## src/rtl/assert_macros.svh

```systemverilog
// Assertion macros shared by the tracker RTL
`ifndef ASSERT_MACROS_SVH
`define ASSERT_MACROS_SVH

// Check a property on a given clock with a synchronous active-low reset
`define GIOU_ASSERT(lbl, clk, rstn, prop, msg) \
    lbl: assert property (@(posedge clk) disable iff (!rstn) prop) else $error(msg);

// Check a property on the block clock and reset
`define GIOU_ASSERT_TOP(lbl, prop, msg) \
    `GIOU_ASSERT(lbl, i_clk, i_rst_n, prop, msg)

`endif

```

## src/rtl/giou_pkg.sv

```systemverilog
// Shared constants, types and helpers of the greedy IoU track association block
package giou_pkg;

    localparam int MAX_TRACKS = 32;
    localparam int COORD_BITS = 16;
    localparam int SLOT_W     = $clog2(MAX_TRACKS);
    localparam int FIELD_W    = 16;
    localparam int SPAN_W     = COORD_BITS;
    localparam int AREA_W     = 2 * COORD_BITS;
    localparam int UNION_W    = AREA_W + 1;
    localparam int PROD_W     = AREA_W + UNION_W;
    localparam int THR_W      = 11;
    localparam int LOST_W     = 16;
    localparam int ID_W       = 32;
    localparam int FRAME_W    = 32;
    localparam int THR_PROD_W = THR_W + UNION_W;
    localparam int IOU_SHIFT  = 10;
    localparam int IN_DATA_W  = 4 * FIELD_W + FRAME_W;
    localparam int CFG_IDX_W  = 1;
    localparam int CFG_DATA_W = 16;

    localparam logic [CFG_IDX_W-1:0] REG_MATCH_THRESHOLD = 1'd0;
    localparam logic [CFG_IDX_W-1:0] REG_LOST_LIMIT      = 1'd1;

    localparam logic [THR_W-1:0]  THR_RESET  = 11'd307;
    localparam logic [LOST_W-1:0] LOST_RESET = 16'd30;

    typedef struct packed {
        logic              load;
        logic              issue;
        logic [SLOT_W-1:0] addr;
        logic              thr;
        logic              commit;
        logic              sweep;
        logic              frame_start;
        logic              out_load;
    } t_cmd;

    typedef struct packed {
        logic frame_end;
        logic pipe_busy;
        logic out_free;
    } t_sts;

    function automatic logic [SPAN_W-1:0] span(input logic [SPAN_W-1:0] lo,
                                                input logic [SPAN_W-1:0] hi);
        return (hi > lo) ? (hi - lo) : '0;
    endfunction

endpackage

```

## src/rtl/giou_ctrl.sv

```systemverilog
// Controller: sequences slot walk, match decision, result hand-off and stale sweep
module giou_ctrl (
    input  logic            i_clk,
    input  logic            i_rst_n,
    input  logic            i_in_valid,
    output logic            o_in_ready,
    input  logic            i_in_box,
    input  logic            i_in_end,
    output giou_pkg::t_cmd  o_cmd,
    input  giou_pkg::t_sts  i_sts
);
    import giou_pkg::*;

    typedef enum logic [3:0] {
        S_IDLE, S_WALK, S_DRAIN, S_THR, S_COMMIT, S_PUSH, S_SWEEP, S_SWEEP_END, S_FRAME
    } t_state;

    t_state            r_state;
    logic [SLOT_W-1:0] r_cnt;
    logic              r_phase;
    logic              w_accept;

    assign o_in_ready = (r_state == S_IDLE);
    assign w_accept   = i_in_valid && o_in_ready;

    always_comb begin
        o_cmd             = '0;
        o_cmd.addr        = r_cnt;
        o_cmd.load        = w_accept;
        o_cmd.issue       = (r_state == S_WALK) && !r_phase;
        o_cmd.thr         = (r_state == S_THR);
        o_cmd.commit      = (r_state == S_COMMIT);
        o_cmd.out_load    = (r_state == S_PUSH) && i_sts.out_free;
        o_cmd.sweep       = (r_state == S_SWEEP);
        o_cmd.frame_start = (r_state == S_FRAME);
    end

    always_ff @(posedge i_clk) begin
        if (!i_rst_n) begin
            r_state <= S_IDLE;
            r_cnt   <= '0;
            r_phase <= 1'b0;
        end else begin
            unique case (r_state)
                S_IDLE: begin
                    r_cnt   <= '0;
                    r_phase <= 1'b0;
                    if (w_accept) begin
                        if (i_in_box) begin
                            r_state <= S_WALK;
                        end else if (i_in_end) begin
                            r_state <= S_SWEEP;
                        end
                    end
                end
                S_WALK: begin
                    r_phase <= !r_phase;
                    if (r_phase) begin
                        r_cnt <= r_cnt + 1'b1;
                        if (r_cnt == SLOT_W'(MAX_TRACKS - 1)) begin
                            r_state <= S_DRAIN;
                        end
                    end
                end
                S_DRAIN: begin
                    if (!i_sts.pipe_busy) begin
                        r_state <= S_THR;
                    end
                end
                S_THR:    r_state <= S_COMMIT;
                S_COMMIT: r_state <= S_PUSH;
                S_PUSH: begin
                    r_cnt <= '0;
                    if (i_sts.out_free) begin
                        r_state <= i_sts.frame_end ? S_SWEEP : S_IDLE;
                    end
                end
                S_SWEEP: begin
                    r_cnt <= r_cnt + 1'b1;
                    if (r_cnt == SLOT_W'(MAX_TRACKS - 1)) begin
                        r_state <= S_SWEEP_END;
                    end
                end
                S_SWEEP_END: begin
                    if (!i_sts.pipe_busy) begin
                        r_state <= S_FRAME;
                    end
                end
                S_FRAME:  r_state <= S_IDLE;
                default:  r_state <= S_IDLE;
            endcase
        end
    end

endmodule

```

## config.mk

```make
export PLATFORM = sky130hd
export DESIGN_NAME = giou_ctrl
export DESIGN_NICKNAME = d
export VERILOG_FILES = /design/src/rtl/assert_macros.svh /design/src/rtl/giou_pkg.sv /design/src/rtl/giou_ctrl.sv
export SDC_FILE = /design/constraint.sdc
export NUM_CORES = 1
export LEC_CHECK = 0
export BUFFER_PORTS_ARGS = -buffer_cell sky130_fd_sc_hd__buf_2
export CORE_MARGIN = 2
export CORE_UTILIZATION = 55
export DETAILED_ROUTE_END_ITERATION = 8
export PLACE_DENSITY = 0.82
export SETUP_SLACK_MARGIN = 0.05
export SYNTH_ARGS = -nofsm -noshare
export SYNTH_HDL_FRONTEND = slang
export SYNTH_SLANG_ARGS = --single-unit
```

## constraint.sdc

```tcl
create_clock -name i_clk -period 3 [get_ports i_clk]
set_input_delay 0.15 -clock i_clk [delete_from_list [all_inputs] [get_ports i_clk]]
set_output_delay 0.15 -clock i_clk [all_outputs]
set_load 0.02 [all_outputs]
```

==> flow_results.org <==
** Global route
- In the global route stage, met3 resource usage came out at 5.172%.
- Met1 routing resource usage after global routing :: 27.49%
- met2 is the most crowded layer.
- The via count of the first global-routing pass came to 650.
- The number of antenna violations at the first check in global routing was 0.
- Global routing used 20.81% of the available tracks across all layers.
- Entering global routing, the biggest net connects 28 pins.
- The first global-routing pass estimated 2863 um of wire.
- For met2 alone, demand over resource in global routing was 33.54%.
- Global route total overflow :: 0

** STA
- Setup_tns :: 0 ns
- Number of hold-slack violations in the final timing report :: 0
- Setup violations remaining at the end of the flow were counted as 0.
- At the pin with the least slew margin, the transition time is 0.8831 ns.
- For this run, the top clock speed supported by timing is 503.8 MHz.
- For the final database, setup skew stands at 0.004402 ns.
- Worst slew slack as a fraction of its limit :: 41.04%
- Period utilization :: 66.17%
- Final-report max-slew violation count :: 0
- Setup repair after global routing left no endpoint under its margin.
- Minimum clock period after layout :: 1.985 ns

** Floorplan
- From bottom edge to top edge, the die measures 42.19 um.
- The die is 42.19 um wide.
- DIE AREA :: 0.001780 mm2
- Row generation in the floorplan step produced 13 rows.
- Area of the core region :: 0.001334 mm2
- For this design the top-level I/O count stands at 21.
- Starting density of the core :: 60.13%

** Route
- After detailed routing, the number of remaining DRC violations is 0.
- The first detailed-routing pass took 4 iterations.
- Detailed-route wire length :: 1719 um
- 1st-iter DRT viols :: 28
- Post-detailed-route via-to-cell ratio :: 5.890
- For this block, the via count after detailed routing is 748.
- Remaining antenna violation count after routing :: 0
- Post-DR wirelength/cell :: 13.54 um

** Setup path
- Crit path DAT :: 2.10 ns
- The setup check on the worst reg-to-reg path leaves a slack of 1.01 ns.
- On the worst path, the slowest cell contributes a delay of 0.90 ns.
- The startpoint identified for the worst register-to-register timing path is r_state[2].
- Type of the worst setup path :: reg -> reg
- Sort of element at the end of the critical path :: flop
- STA classifies the critical path startpoint as a flop.
- In this run the worst path has a maximum fanout of 27.
- Worst endpoint required time :: 3.11 ns
- Worst-case reg-to-reg path depth :: 4
- The most critical setup path has its startpoint at r_state[2].
- Terminus of the critical flop-to-flop path :: r_cnt[2]
- Critical Path, Cell by Cell :: nor2b_1 > a2111oi_4 > a21o_2 > a21oi_1
- On the critical path, the stage with the largest delay is an instance of dfxtp_1.
- Following the worst setup path forward leads to its endpoint at r_cnt[2].

** Synthesis
- The synthesized netlist contains 41 unique library cells.
- After technology mapping, the gate count stands at 98.
- Warning count from the yosys run :: 0
- Xor and xnor fraction of the mapped netlist area :: 1.092%
- Area share of the largest cell type after synthesis :: 24.96%
- Synthesized-area fraction occupied by ao, oa, aoi and oai cells :: 29.49%
- Summing the areas of all and, or, nand and nor instances in the mapped netlist gives 29.95% of the synthesized area.
- By area, the combinational part of the netlist is dominated by simple AND/OR/NAND/NOR gates.
- Post-Synthesis Cell Area :: 802.0 um2
- Most area-hungry cell type in the Yosys netlist :: dfxtp_1
- Top cells by area in the synthesized netlist :: dfxtp_1 25%, nand2b_1 4.7%, a2111oi_4 3.4%, nor2_1 3.3%, a21oi_1 3.1%
- Share of cell area taken by muxes after synthesis :: 1.248%
- Of the total synthesized cell area, the portion taken by full adders, half adders and majority gates is 3.120%.
- Synthesized flop and latch total :: 10
- Most frequently used flop master after synthesis :: dfxtp_1
- Counting flops with an async set or reset pin after synthesis yields a share of 0%.
- Syn Area/Cell :: 8.184 um2
- Summing the sequential cell areas from Yosys gives 24.96% of the chip area.
- Net count of the mapped netlist :: 108
- Number of synthesized flops with an enable pin :: 0

** Finish
- Antenna cell count :: 0
- Share of final-layout standard cells stronger than drive strength 1 :: 28.57%
- From synthesis to final layout, the design area changed by 10.30%.
- Commonest non-fill, non-tap cells in the layout :: 20 x buf_2, 10 x dfxtp_1, 7 x nor2_1, 6 x inv_1, 6 x nand2b_1
- Post-route insts no fill :: 127
- Leaving out fill and tap cells, the most frequent cell in the layout is buf_2.
- The final layout contains 124 nets.

** Run status
- Result of the run :: finished clean

** Clocking
- CTS Sinks :: 10
- In this run the number of H-tree levels came out at 1.
- Counting the buffers created by CTS gives 3.
- Buffer levels on the longest clock path :: 2
- Clock-pin slew was measured on the worst setup and hold paths at 0.06 ns.
- After clock tree synthesis, the setup repair step added 0 buffers.
- Clock tree synthesis selected as its root buffer the cell clkbuf_4.
- TritonCTS clock tree :: done
- Hold buffers post-CTS :: 0
- Clock latency on the worst-skew pair, taken at its later pin, is 0.26 ns.
- After clock tree synthesis, the repair step resized 0 gates.

** Power
- The analysis attributes to cell leakage a power of 0.3768 nW.
- IR analysis of the VDD net gives a maximum drop of 591.4 uV.
- In this run the power density over the cells is 918.0 mW/mm2.

** Hold path
- Class of the most critical hold timing path :: in -> reg
- The startpoint identified for the worst hold timing path is i_rst_n.

** Place
- The wire-length estimate of the detail-placed layout is 1251 um.
- Dpl cells :: 124
- Count of input and output buffers :: 20
- At the end of routability-driven placement, the weighted congestion stood at 0.8597.

** Run
- Across the run, the number of max-cap violations was 0.
==> logic make-up (layout without fill, tap and decap cells) <==
logic type,count (synthesis),after routing
flip-flops,10,10
AND/OR/NAND/NOR,41,41
AO/OA/AOI/OAI,28,28
XOR/XNOR,1,1
buffers and inverters,15,29
adder cells (fa/ha/maj),2,2
multiplexers,1,1
==> final cells by class <==
type | count | area [um2]
Inverter | 6 | 22.52
Multi-Input combinational cell | 73 | 520.5
Timing Repair Buffer | 20 | 100.1
Clock buffer | 3 | 22.52
Fill cell | 116 | 449.2
Tap cell | 15 | 18.77
Sequential cell | 10 | 200.2
==> report_power, final <==
| group | switching [mW] | total (mW) | internal, mW |
|---|---|---|---|
| Combinational | 0.235 | 0.438 | 0.203 |
| Sequential | 0.118 | 0.284 | 0.166 |
| Clock | 0.0434 | 0.0896 | 0.0462 |
==> critical path, delay by kind of cell (launching register included) <==
family	cells	cell delay [ns]
DFF	1	0.90
AOI/OAI and AO/OA	3	0.77
and+or+nand+nor	1	0.17
==> synthesized netlist by cell type, types with 2 or more instances <==
master / instances
buf_2: 5
nor2_1: 7
a211o_1: 2
dfxtp_1: 10
inv_1: 6
ha_1: 2
o21ai_0: 2
a21o_2: 2
nor2b_1: 3
nand2_1: 4
a21o_1: 2
nor3_1: 5
o22ai_1: 3
and3_1: 3
buf_4: 3
o31ai_1: 2
nand3_1: 4
a21oi_1: 5
nand2b_1: 6
==> per-layer routing <==
layer	up-vias	share of wire [%]
li1	384	-
met1	349	50
met2	13	46
met3	2	3.7
met4	0	0.99
met5	-	0
==> through the flow <==
stage	setup WS (ns)	utilization (%)	total power [mW]	hold slack [ns]	instance area, um2
after floorplan	1.266	-	0.6615	0.2675	802.0
after global placement	1.104	64.63	0.7054	0.4450	862.1
after detailed placement	1.063	64.63	0.7222	0.4493	862.1
after CTS	1.049	66.32	0.8118	0.1743	884.6
after global routing	0.8651	66.32	0.8797	0.1820	884.6
final	1.015	66.32	0.8121	0.1815	884.6
==> flip-flops by register name (all words and copies together) (netlist names) <==
name     flops
r_state      4
r_cnt        5
r_phase      1
==> how the worst min path moves through the flow <==
| stage | to | slack, ns | depth (start not counted) |
|---|---|---|---|
| after floorplan | r_phase | 0.27 | 1 |
| after global placement | r_phase | 0.44 | 2 |
| after detailed placement | r_phase | 0.45 | 2 |
| after CTS | r_phase | 0.17 | 2 |
| after global routing | r_phase | 0.18 | 2 |
| final | r_phase | 0.18 | 2 |
No activity file was read; power rests on OpenSTA's default activity.
